`src/hw/rtl/bcle_pkg.sv`:
```
// package for the bounded circular list engine
// command and status codes, sequencer states and free pool control
// no dependencies
`timescale 1ns / 1ps
`default_nettype none
package bcle_pkg;

  localparam logic [2:0] CMD_INS_END   = 3'd0;
  localparam logic [2:0] CMD_INS_FRONT = 3'd1;
  localparam logic [2:0] CMD_INS_POS   = 3'd2;
  localparam logic [2:0] CMD_DEL_FIRST = 3'd3;
  localparam logic [2:0] CMD_DEL_LAST  = 3'd4;
  localparam logic [2:0] CMD_DEL_VALUE = 3'd5;

  localparam logic [2:0] ST_DONE     = 3'd0;
  localparam logic [2:0] ST_EMPTY    = 3'd1;
  localparam logic [2:0] ST_BADPOS   = 3'd2;
  localparam logic [2:0] ST_NOTFOUND = 3'd3;
  localparam logic [2:0] ST_FULL     = 3'd4;

  typedef enum logic [5:0] {
    S_IDLE   = 6'b000001,
    S_WALK   = 6'b000010,
    S_WRITE1 = 6'b000100,
    S_WRITE2 = 6'b001000,
    S_UNLINK = 6'b010000,
    S_OUT    = 6'b100000
  } state_t;

  typedef struct packed {
    logic pop;
    logic push;
    logic clear;
  } pool_ctl_t;

endpackage
`default_nettype wire

```
`src/hw/rtl/bcle_free_pool.sv`:
```
// free slot pool: bump counter for never used slots plus a stack of released ones
// depends on bcle_pkg
`timescale 1ns / 1ps
`default_nettype none
module bcle_free_pool #(
  parameter int CAPACITY = 16
) (
  input  wire                           clk,
  input  wire                           rst,
  input  bcle_pkg::pool_ctl_t           ctl,
  input  wire  [$clog2(CAPACITY)-1:0]   push_slot,
  output logic [$clog2(CAPACITY)-1:0]   free_slot
);
  import bcle_pkg::*;

  localparam int IW = $clog2(CAPACITY);
  localparam int CW = $clog2(CAPACITY + 1);

  logic [IW-1:0] stk [CAPACITY];
  logic [CW-1:0] sp;
  logic [CW-1:0] fresh;
  logic [IW-1:0] top_q;
  logic [CW-1:0] sp_m1;

  assign sp_m1 = sp - CW'(1);

  always_ff @(posedge clk) begin
    if (rst || ctl.clear) begin
      sp    <= '0;
      fresh <= '0;
    end else if (ctl.pop) begin
      if (sp != '0) begin
        sp <= sp_m1;
      end else begin
        fresh <= fresh + CW'(1);
      end
    end else if (ctl.push) begin
      sp <= sp + CW'(1);
    end
  end

  always_ff @(posedge clk) begin
    if (ctl.push && !ctl.clear) begin
      stk[sp[IW-1:0]] <= push_slot;
    end
    top_q <= stk[sp_m1[IW-1:0]];
  end

  // released slots are reused first
  assign free_slot = (sp != '0) ? top_q : fresh[IW-1:0];

endmodule
`default_nettype wire

```
`src/hw/rtl/bounded_circular_list_engine_core.sv`:
```
// circular singly linked list engine, top level
// holds link and value memories and the command sequencer; uses bcle_pkg, bcle_free_pool
//
// usage: one command request enters on s_axis (s_tvalid/s_tready/s_tdata), one result
// leaves on m_axis (m_tvalid/m_tready/m_tdata) for every command.
// a rejected or unused command goes straight to its result; an insert into an empty list
// writes its slot and finishes; other inserts walk to the predecessor, write the new slot
// and relink the predecessor; a delete unlinks its slot once the walk has found it. the
// link memory is read once per cycle while the list is walked, and one write port serves
// all link updates.
// s_tready is high only while the sequencer is idle; one command is in flight.
// the result stays registered on m_axis until it is taken; while the receiver
// stalls no new command is taken.
// reset empties the list at once; memory contents need no clearing since only
// slots held by the list are ever read.
`timescale 1ns / 1ps
`default_nettype none
module bounded_circular_list_engine_core #(
  parameter int CAPACITY = 16
) (
  input  wire         clk,
  input  wire         rst,
  input  wire         s_tvalid,
  output logic        s_tready,
  input  wire  [39:0] s_tdata,   // cmd[2:0], item_value[34:3], position[39:35]
  output logic        m_tvalid,
  input  wire         m_tready,
  output logic [7:0]  m_tdata    // status[2:0], entries_now[7:3]
);
  import bcle_pkg::*;

  localparam int IW = $clog2(CAPACITY);
  localparam int CW = $clog2(CAPACITY + 1);
  localparam int SW = ((CW > 5) ? CW : 5) + 1;

  state_t state;
  logic [2:0]  op;
  logic [31:0] val;
  logic [SW-1:0] steps;
  logic        head;
  logic        make_tail;
  logic [IW-1:0] cur, prev, first, nxt, dslot, nslot, tail;
  logic [CW-1:0] count;
  logic [2:0]  st;

  logic [IW-1:0] link_mem [CAPACITY];
  logic [31:0]   val_mem  [CAPACITY];
  logic [IW-1:0] lq;
  logic [31:0]   vq;
  logic [IW-1:0] ra;

  logic          lwe;
  logic [IW-1:0] lwa, lwd;

  pool_ctl_t     pctl;
  logic [IW-1:0] free_slot;

  logic [2:0]  in_cmd;
  logic [31:0] in_val;
  logic [4:0]  in_pos;
  logic        full;
  logic        bad_pos;
  logic [SW:0] pos_x, cnt_p1;
  logic [CW+4:0] cnt_x;

  assign in_cmd = s_tdata[2:0];
  assign in_val = s_tdata[34:3];
  assign in_pos = s_tdata[39:35];

  assign full    = count >= CW'(CAPACITY);
  assign pos_x   = {{(SW+1-5){1'b0}}, in_pos};
  assign cnt_p1  = {{(SW+1-CW){1'b0}}, count} + (SW+1)'(1);
  assign bad_pos = (count == '0) || (in_pos == 5'd0) || (pos_x > cnt_p1);

  assign s_tready = (state == S_IDLE);
  assign m_tvalid = (state == S_OUT);
  assign cnt_x    = {5'b0, count};
  assign m_tdata  = {cnt_x[4:0], st};

  bcle_free_pool #(.CAPACITY(CAPACITY)) u_pool (
    .clk       (clk),
    .rst       (rst),
    .ctl       (pctl),
    .push_slot (dslot),
    .free_slot (free_slot)
  );

  // next walk address follows the link just read
  assign ra = (state == S_WALK) ? lq : tail;

  always_ff @(posedge clk) begin
    lq <= link_mem[ra];
    vq <= val_mem[ra];
    if (lwe) begin
      link_mem[lwa] <= lwd;
    end
    if (state == S_WRITE1) begin
      val_mem[free_slot] <= val;
    end
  end

  always_comb begin
    lwe = 1'b0;
    lwa = prev;
    lwd = nxt;
    pctl = '0;
    case (state)
      S_WRITE1: begin
        lwe = 1'b1;
        lwa = free_slot;
        lwd = (count == '0) ? free_slot : nxt;
        pctl.pop = 1'b1;
      end
      S_WRITE2: begin
        lwe = 1'b1;
        lwd = nslot;
      end
      S_UNLINK: begin
        if (count <= CW'(1)) begin
          pctl.clear = 1'b1;
        end else begin
          lwe = 1'b1;
          pctl.push = 1'b1;
        end
      end
      default: ;
    endcase
  end

  always_ff @(posedge clk) begin
    if (rst) begin
      state <= S_IDLE;
      tail  <= '0;
      count <= '0;
      st    <= ST_DONE;
    end else begin
      case (state)
        S_IDLE: begin
          if (s_tvalid) begin
            op    <= in_cmd;
            val   <= in_val;
            cur   <= tail;
            prev  <= tail;
            head  <= 1'b1;
            st    <= ST_DONE;
            state <= S_OUT;
            case (in_cmd)
              CMD_INS_END, CMD_INS_FRONT: begin
                if (full) begin
                  st <= ST_FULL;
                end else if (count == '0) begin
                  state <= S_WRITE1;
                end else begin
                  steps <= SW'(1);
                  state <= S_WALK;
                end
              end
              CMD_INS_POS: begin
                if (bad_pos) begin
                  st <= ST_BADPOS;
                end else if (full) begin
                  st <= ST_FULL;
                end else begin
                  steps <= {{(SW-5){1'b0}}, in_pos};
                  state <= S_WALK;
                end
              end
              CMD_DEL_FIRST, CMD_DEL_VALUE: begin
                if (count == '0) begin
                  st <= ST_EMPTY;
                end else begin
                  steps <= {{(SW-CW){1'b0}}, count};
                  state <= S_WALK;
                end
              end
              CMD_DEL_LAST: begin
                if (count == '0) begin
                  st <= ST_EMPTY;
                end else if (count == CW'(1)) begin
                  state <= S_UNLINK;
                end else begin
                  steps <= {{(SW-CW){1'b0}}, count} - SW'(1);
                  state <= S_WALK;
                end
              end
              default: ;
            endcase
          end
        end
        S_WALK: begin
          case (op)
            CMD_INS_END, CMD_INS_FRONT, CMD_INS_POS: begin
              if (steps == SW'(1)) begin
                prev      <= cur;
                nxt       <= lq;
                // position one links after the tail but leaves the tail in place
                make_tail <= (op == CMD_INS_END) ||
                             (op == CMD_INS_POS && !head && cur == tail);
                state     <= S_WRITE1;
              end else begin
                cur   <= lq;
                head  <= 1'b0;
                steps <= steps - SW'(1);
              end
            end
            CMD_DEL_LAST: begin
              head <= 1'b0;
              if (head) begin
                first <= lq;
              end
              if (steps == SW'(1)) begin
                prev  <= lq;
                dslot <= tail;
                nxt   <= head ? lq : first;
                state <= S_UNLINK;
              end else begin
                cur   <= lq;
                steps <= steps - SW'(1);
              end
            end
            default: begin
              // first read only fetches the front entry
              if (head) begin
                cur  <= lq;
                head <= 1'b0;
              end else if (op == CMD_DEL_FIRST || vq == val) begin
                dslot <= cur;
                nxt   <= lq;
                state <= S_UNLINK;
              end else if (steps == SW'(1)) begin
                st    <= ST_NOTFOUND;
                state <= S_OUT;
              end else begin
                prev  <= cur;
                cur   <= lq;
                steps <= steps - SW'(1);
              end
            end
          endcase
        end
        S_WRITE1: begin
          nslot <= free_slot;
          count <= count + CW'(1);
          if (count == '0) begin
            tail  <= free_slot;
            state <= S_OUT;
          end else begin
            state <= S_WRITE2;
          end
        end
        S_WRITE2: begin
          if (make_tail) begin
            tail <= nslot;
          end
          state <= S_OUT;
        end
        S_UNLINK: begin
          if (count <= CW'(1)) begin
            tail  <= '0;
            count <= '0;
          end else begin
            if (dslot == tail) begin
              tail <= prev;
            end
            count <= count - CW'(1);
          end
          st    <= ST_DONE;
          state <= S_OUT;
        end
        S_OUT: begin
          if (m_tready) begin
            state <= S_IDLE;
          end
        end
        default: state <= S_IDLE;
      endcase
    end
  end

endmodule
`default_nettype wire

```
`config.mk`:
```
export PLATFORM = sky130hd
export DESIGN_NAME = bounded_circular_list_engine_core
export DESIGN_NICKNAME = d
export VERILOG_FILES = /design/src/hw/rtl/bcle_pkg.sv /design/src/hw/rtl/bcle_free_pool.sv /design/src/hw/rtl/bounded_circular_list_engine_core.sv
export SDC_FILE = /design/constraint.sdc
export NUM_CORES = 1
export LEC_CHECK = 0
export BUFFER_PORTS_ARGS = -buffer_cell sky130_fd_sc_hd__buf_2
export CAP_MARGIN = 15
export CELL_PAD_IN_SITES_DETAIL_PLACEMENT = 0
export CELL_PAD_IN_SITES_GLOBAL_PLACEMENT = 1
export CORE_AREA = 2 2 291 293
export DETAILED_ROUTE_END_ITERATION = 10
export DIE_AREA = 0 0 293 295
export PLACE_DENSITY = 0.68
export RECOVER_POWER = 100
export SLEW_MARGIN = 20
export SYNTH_ARGS = -nofsm -noshare
export SYNTH_HDL_FRONTEND = slang
export SYNTH_SLANG_ARGS = --single-unit
```
`constraint.sdc`:
```
create_clock -name clk -period 8.1 [get_ports clk]
set_input_delay 0.405 -clock clk [delete_from_list [all_inputs] [get_ports clk]]
set_output_delay 0.405 -clock clk [all_outputs]
set_load 0.05 [all_outputs]
```
==> flow_summary.json, run 1 <==
{
  "outcome": "finished with violations",
  "violations_in_the_final_reports": "max-capacitance violations, max-slew violations",
  "antenna_cells": 0,
  "initialDrtViolationCount": 1719,
  "port_buffers": 53,
  "comb_power_share_pct": 5.3,
  "leftover_overflow_at_the_end_of_global_routing": 0,
  "critical_path_class": "register to register",
  "area.growth.synth_to_final_pct": 13.89,
  "netlist_area_mm2": 0.03150,
  "cpMostUsedCell": "sky130_fd_sc_hd__inv_1",
  "detail_route.drc_violations": 0,
  "io_pins": 54,
  "clkSinkCount": 774,
  "critical_path.slowest_cell": "sky130_fd_sc_hd__nor2_1",
  "via_per_inst": 5.337,
  "ys_ff_latch": 774,
  "setup_violations": 0,
  "synth_edf_count": 707,
  "max_slew_margin_pct": -61.45,
  "report.final.slew_viol_count": 218,
  "fin_util_pct": 43.14,
  "crit_path_end_kind": "register",
  "net-switching-power_mw": 1.939,
  "post_synth_inst_count": 2381,
  "place.detailed.instances": 3412,
  "peakVddDrop_mv": 0.1780,
  "number_of_buffers_created_by_cts": 80,
  "clock_latency_ns": 0.63,
  "ff2ff_setup_slack_ns": 2.45,
  "synth_warnings": 0,
  "via_count": 19200,
  "cts_setup_buffers": 0,
  "initial_antenna_violation_count": 0,
  "yosysUniqueCellTypes": 66,
  "maximum_buffer_depth_of_the_clock_tree": 3,
  "crit_chain": "inv_1 -> ha_1 -> nor4b_1 -> mux2i_1 -> inv_1 -> nand3_1 -> nor2_1 -> buf_16",
  "die-width_um": 293,
  "synth.avg_cell_area_um2": 13.23,
  "internal_power_mw": 6.750,
  "power.share.switching_pct": 22.31,
  "timing_hold_violations_final": 0,
  "drt_pass1_iterations": 5,
  "count_of_nets_left_with_antenna_violations_after_detail_routing": 0,
  "tritoncts": "yes",
  "global_route_wire_length_before_repair_um": 118900,
  "worst_clock_skew_ns": 0.02590,
  "grt_util_all_layers_pct": 18.10,
  "maxClockFrequency_mhz": 176.9,
  "worst_setup_path_start_kind": "register",
  "design_power_total_mw": 8.689,
  "critPathMaxStageDelay_ns": 1.53,
  "dp.final_hpwl_um": 45860,
  "fin_cells": 3598,
  "crit_fanout": 21,
  "crit_required_ns": 8.42,
  "minimum_clock_period_after_layout_ns": 5.652,
  "floorplan.die.height_um": 295,
  "placement.setup.worst_slack_ns": 3.786,
  "routabilityCongestion": 0.8326,
  "ys_seq_area_share_pct": 71.66,
  "wl_um": 78120,
  "dieArea_mm2": 0.08644,
  "fin_nets": 2512,
  "cts.reportedPaths.clkPinSlew_ns": 0.06,
  "rsz0062_at_grt": "no",
  "routed_wire_length_per_instance_um": 21.71,
  "setup_total_negative_slack_ns": 0,
  "finalCritPeriodShare_pct": 69.78,
  "leakagePower_nw": 12.27,
  "postSynthNetCount": 2441,
  "synthFlopType": "sky130_fd_sc_hd__edfxtp_1",
  "cts.root.buffer_cell": "sky130_fd_sc_hd__clkbuf_16",
  "core_area_mm2": 0.08316,
  "design_area_mm2": 0.03587,
  "grt_start_max_net_pins": 161,
  "layout-drive-gt1-share_pct": 9.730,
  "dpl-instance-area_mm2": 0.03303,
  "actual_transition_at_the_worst_max_transition_pin_ns": 2.413,
  "fin_hold_ws_ns": 0.1351,
  "p_clk_share_pct": 42.3,
  "std_cell_rows": 106,
  "first_global_vias": 19460,
  "cp.arrival_ns": 5.97,
  "power.sequential.fraction_pct": 52.4,
  "worst_slack_ns": 2.448,
  "max-cap-violations": 14,
  "power_density_mw_per_mm2": 242.2,
  "fraction_of_registers_with_async_set_reset_pct": 0,
  "worstHoldPathType": "primary input to register",
  "ctsHtreeMaxLevel": 3,
  "initial_core_util_pct": 37.88
}
-- final cells by class --
type | count | area [um^2]
fill | 7514 | 47280
sequential | 774 | 22570
multi-input combinational | 1445 | 8149
clock buffer | 107 | 2245
tap | 1080 | 1351
timing repair buffer | 130 | 1075
clock inverter | 41 | 404.1
inverter | 21 | 78.83
-- state kept, by name, summed over array words and instances, names as in the netlist, 6 cells and up --
name,cells
vq,32
state,6
u_pool.stk,64
val,32
link_mem,64
steps,6
val_mem,512
-- metal layers --
metal  global-route usage, %  wire, um
met4                   5.153      1880
met1                   24.20     34050
met2                   30.70     38630
met3                   2.759      3561
met5                       0         0
-- critical path: cells and delay by family, from the launching register on --
family	cells	cell delay, ns
fa+ha+maj	1	0.26
buf+inv	3	0.80
flops	1	0.70
mux	1	0.54
simple gates	3	3.03
-- placed cells by master (no fill, tap or decap), types with 28 or more instances in the layout --
master / n
sky130_fd_sc_hd__nor2_1: 88
sky130_fd_sc_hd__nand4_1: 121
sky130_fd_sc_hd__mux2i_1: 44
sky130_fd_sc_hd__edfxtp_1: 707
sky130_fd_sc_hd__a21oi_1: 28
sky130_fd_sc_hd__nand3_1: 164
sky130_fd_sc_hd__nand2_1: 663
sky130_fd_sc_hd__o21ai_0: 29
sky130_fd_sc_hd__buf_2: 39
sky130_fd_sc_hd__clkbuf_16: 81
sky130_fd_sc_hd__a32oi_1: 38
sky130_fd_sc_hd__xnor2_1: 48
sky130_fd_sc_hd__dlygate4sd3_1: 32
sky130_fd_sc_hd__clkbuf_1: 43
sky130_fd_sc_hd__dfxtp_1: 67
-- power by group through the flow --
stage                     Combinational [mW]  Sequential, mW  Clock (mW)
after global placement                 0.460            4.63           0
final                                  0.460            4.55        3.68
after detailed placement               0.468            4.64           0
after global routing                   0.504            4.56        3.92
after CTS                              0.483            4.55        3.77
after floorplan                        0.299            4.61           0
-- worst paths after layout --
| kind | startpoint | cells after the start | to |
|---|---|---|---|
| worst max register to register | u_pool.sp[0] | 8 | val_mem[6][17] |
| worst max-delay path | u_pool.sp[0] | 8 | val_mem[6][17] |
| worst min register to register | st[1] | 2 | st[1] |
| worst min-delay path | m_tready | 3 | state[0] |
-- cell usage after synthesis, types with 9 or more instances --
cell type	number	area, um^2
sky130_fd_sc_hd__dfxtp_1	67	1341
sky130_fd_sc_hd__buf_1	16	60.06
sky130_fd_sc_hd__edfxtp_1	707	21230
sky130_fd_sc_hd__xnor2_1	48	420.4
sky130_fd_sc_hd__a21oi_1	28	140.1
sky130_fd_sc_hd__a31oi_1	10	62.56
sky130_fd_sc_hd__nand2_1	664	2492
sky130_fd_sc_hd__xor2_1	10	87.58
sky130_fd_sc_hd__nor3_1	18	90.09
sky130_fd_sc_hd__clkbuf_1	72	270.3
sky130_fd_sc_hd__mux2i_1	46	460.4
sky130_fd_sc_hd__a32oi_1	38	332.8
sky130_fd_sc_hd__nand3_1	164	820.8
sky130_fd_sc_hd__o221ai_2	30	450.4
sky130_fd_sc_hd__nand2b_1	9	56.30
sky130_fd_sc_hd__buf_2	39	195.2
sky130_fd_sc_hd__o21ai_0	28	140.1
sky130_fd_sc_hd__nor2_1	92	345.3
sky130_fd_sc_hd__nand4_1	121	757.0
sky130_fd_sc_hd__mux4_2	20	450.4
sky130_fd_sc_hd__inv_1	20	75.07
sky130_fd_sc_hd__ha_1	16	200.2
-- kinds of logic after synthesis --
kind of cell / share of synthesized area (%)
and+or+nand+nor: 15.48
DFF: 71.66
AOI/OAI and AO/OA: 5.116
buffers and inverters: 2.324
muxes: 3.178
xor gates and xnor gates: 1.613
adders and majority gates: 0.6355
-- repair_timing --
item | CTS | global route
resized for setup | 0 | 0
endpoints found under the hold margin | 32 | 0
hold buffers | 32 | 0
Note: power is estimated with default switching activity, not from simulation.
==> run 2: changes to the inputs <==
clock period = 5.29 ns   (was 8.1 ns; I/O delays follow)
==> run 2 against run 1 <==
The flow still finishes with violations (max-capacitance violations, max-slew violations). Via count grew 1.1%. First-iteration DRC count shrank 9.1%. Combinational power grew 55%. Cell count grew 0.31%. Utilization grew 0.14 points. Die area is the same. Global-route usage shrank 0.074 points. Worst setup slack lost 1.7 ns. Critical endpoint is now val_mem[11][23]. Largest cell class unchanged.
==> flow_summary.json, run 2 (synthesis gave the netlist of run 1 again) <==
{
  "drt_pass1_iterations": 6,
  "dpl-instance-area_mm2": 0.03309,
  "crit_chain": "inv_1 -> ha_1 -> nor4b_2 -> mux2i_1 -> inv_1 -> nand3_1 -> nor2_4 -> clkbuf_1",
  "maxClockFrequency_mhz": 219.6,
  "resized_after_cts": 0,
  "rr_endpoint": "val_mem[11][23]",
  "ctsHtreeMaxLevel": 3,
  "power_density_mw_per_mm2": 376.5,
  "port_buffers": 53,
  "clkSinkCount": 774,
  "finalCritPeriodShare_pct": 86.10,
  "via_per_inst": 5.379,
  "power.share.switching_pct": 22.44,
  "layout-drive-gt1-share_pct": 10.12,
  "rsz0062_at_grt": "no",
  "io_pins": 54,
  "fin_cells": 3609,
  "setup_violations": 0,
  "max_slew_margin_pct": -34.55,
  "tritoncts": "yes",
  "final_cell_mix": "sky130_fd_sc_hd__edfxtp_1 (707), sky130_fd_sc_hd__nand2_1 (663), sky130_fd_sc_hd__nand3_1 (164)",
  "place.detailed.instances": 3421,
  "startpoint": "u_pool.sp[1]",
  "crit_fanout": 18,
  "report.final.slew_viol_count": 72,
  "std_cell_rows": 106,
  "fin_util_pct": 43.28,
  "first_global_vias": 19330,
  "max-cap-violations": 3,
  "fin_nets": 2521,
  "cp.arrival_ns": 4.79,
  "initialDrtViolationCount": 1562,
  "clock_latency_ns": 0.64,
  "crit_required_ns": 5.53,
  "p_clk_share_pct": 43.3,
  "violations_in_the_final_reports": "max-capacitance violations, max-slew violations",
  "die-width_um": 293,
  "cts_setup_buffers": 0,
  "largest_register_ffs": 512,
  "cts.reportedPaths.clkPinSlew_ns": 0.06,
  "maximum_buffer_depth_of_the_clock_tree": 3,
  "critPathBufInv": 3,
  "net-switching-power_mw": 3.041,
  "ff2ff_setup_slack_ns": 0.74,
  "actual_transition_at_the_worst_max_transition_pin_ns": 2.016,
  "outcome": "finished with violations",
  "max_flop_register": "val_mem",
  "routabilityCongestion": 0.8022,
  "leakagePower_nw": 12.31,
  "wl_um": 78180,
  "minimum_clock_period_after_layout_ns": 4.555,
  "detail_route.drc_violations": 0,
  "leftover_overflow_at_the_end_of_global_routing": 0,
  "power.sequential.fraction_pct": 51.4,
  "mostFrequentLayoutCell": "sky130_fd_sc_hd__edfxtp_1",
  "cts.root.buffer_cell": "sky130_fd_sc_hd__clkbuf_16",
  "via_count": 19410,
  "timing.reg2reg.worst_path_depth": 8,
  "cpMostUsedCell": "sky130_fd_sc_hd__inv_1",
  "worstHoldPathType": "primary input to register",
  "core_area_mm2": 0.08316,
  "critPathMaxStageDelay_ns": 0.91,
  "worst_clock_skew_ns": 0.04026,
  "grt_util_all_layers_pct": 18.02,
  "area.growth.synth_to_final_pct": 14.27,
  "comb_power_share_pct": 5.2,
  "number_of_buffers_created_by_cts": 81,
  "antenna_cells": 0,
  "global_route_wire_length_before_repair_um": 118500,
  "critical_path.top_delay_family": "simple AND/OR/NAND/NOR gates",
  "crit_path_end_kind": "register",
  "design_area_mm2": 0.03599,
  "setup_total_negative_slack_ns": 0,
  "routed_wire_length_per_instance_um": 21.66,
  "grt_start_max_net_pins": 107,
  "peakVddDrop_mv": 0.2866,
  "filler_cell_count": 7478,
  "worst_setup_path_start_kind": "register",
  "worstReg2RegStart": "u_pool.sp[1]",
  "count_of_nets_left_with_antenna_violations_after_detail_routing": 0,
  "critPathCapture": "val_mem[11][23]",
  "floorplan.die.height_um": 295,
  "internal_power_mw": 10.51,
  "dieArea_mm2": 0.08644,
  "logic_depth_of_the_worst_path_buffers_included": 8,
  "initial_antenna_violation_count": 0,
  "critical_path.slowest_cell": "sky130_fd_sc_hd__clkbuf_1",
  "timing_hold_violations_final": 0,
  "dp.final_hpwl_um": 45670,
  "critical_path_class": "register to register",
  "initial_core_util_pct": 37.88
}
==> run 2: what timing repair did <==
| item | 4_1_cts | 5_1_grt |
|---|---|---|
| hold buffers | 35 | 0 |
| setup endpoints to repair | 0 | 0 |
| endpoints found under the hold margin | 36 | 0 |
==> run 2: through the flow <==
stage | setup WS (ns) | power (mW) | hold slack (ns)
floorplan | 0.09596 | 7.515 | 0.3432
global placement | 1.263 | 7.802 | 0.4440
detailed placement | 1.178 | 7.816 | 0.4433
CTS | 1.155 | 13.68 | 0.0009078
global route | 0.4538 | 13.97 | 0.02184
finish | 0.7352 | 13.55 | 0.03852
==> run 2: area by class of cell <==
| cell class | count | area, um^2 | area share [%] |
|---|---|---|---|
| Sequential cell | 774 | 22570 | 62.71 |
| Multi-Input combinational cell | 1445 | 8242 | 22.90 |
| Clock buffer | 103 | 2161 | 6.003 |
| Tap cell | 1080 | 1351 | 3.754 |
| Timing Repair Buffer | 138 | 989.7 | 2.750 |
| Clock inverter | 48 | 600.6 | 1.669 |
| Inverter | 21 | 78.83 | 0.2190 |
==> run 2: how the worst min path moves through the flow <==
stage / from / to / slack (ns) / cells past startpoint
2_1_floorplan: rst / count[4] / 0.34 / 1
3_3_place_gp: s_tdata[19] / val[16] / 0.44 / 1
3_5_place_dp: s_tdata[25] / val[22] / 0.44 / 1
4_1_cts: s_tdata[0] / op[0] / 0.0009 / 1
5_1_grt: rst / count[1] / 0.02 / 2
6_report: rst / count[1] / 0.04 / 2
==> run 2: power groups by stage <==
stage	clock network [mW]	logic [mW]	registers (mW)
floorplan	0	0.458	7.06
global placement	0	0.708	7.09
detailed placement	0	0.717	7.10
CTS	5.97	0.741	6.97
global route	6.20	0.778	6.99
finish	5.87	0.711	6.97
==> run 2: metal layers <==
layer | share of wire [%] | GRT usage (%) | vias up
met3 | 4.6 | 2.819 | 136
met5 | 0 | 0 | -
met1 | 44 | 23.87 | 9773
met2 | 49 | 30.18 | 533
li1 | - | - | 8971
met4 | 3.1 | 6.417 | 0
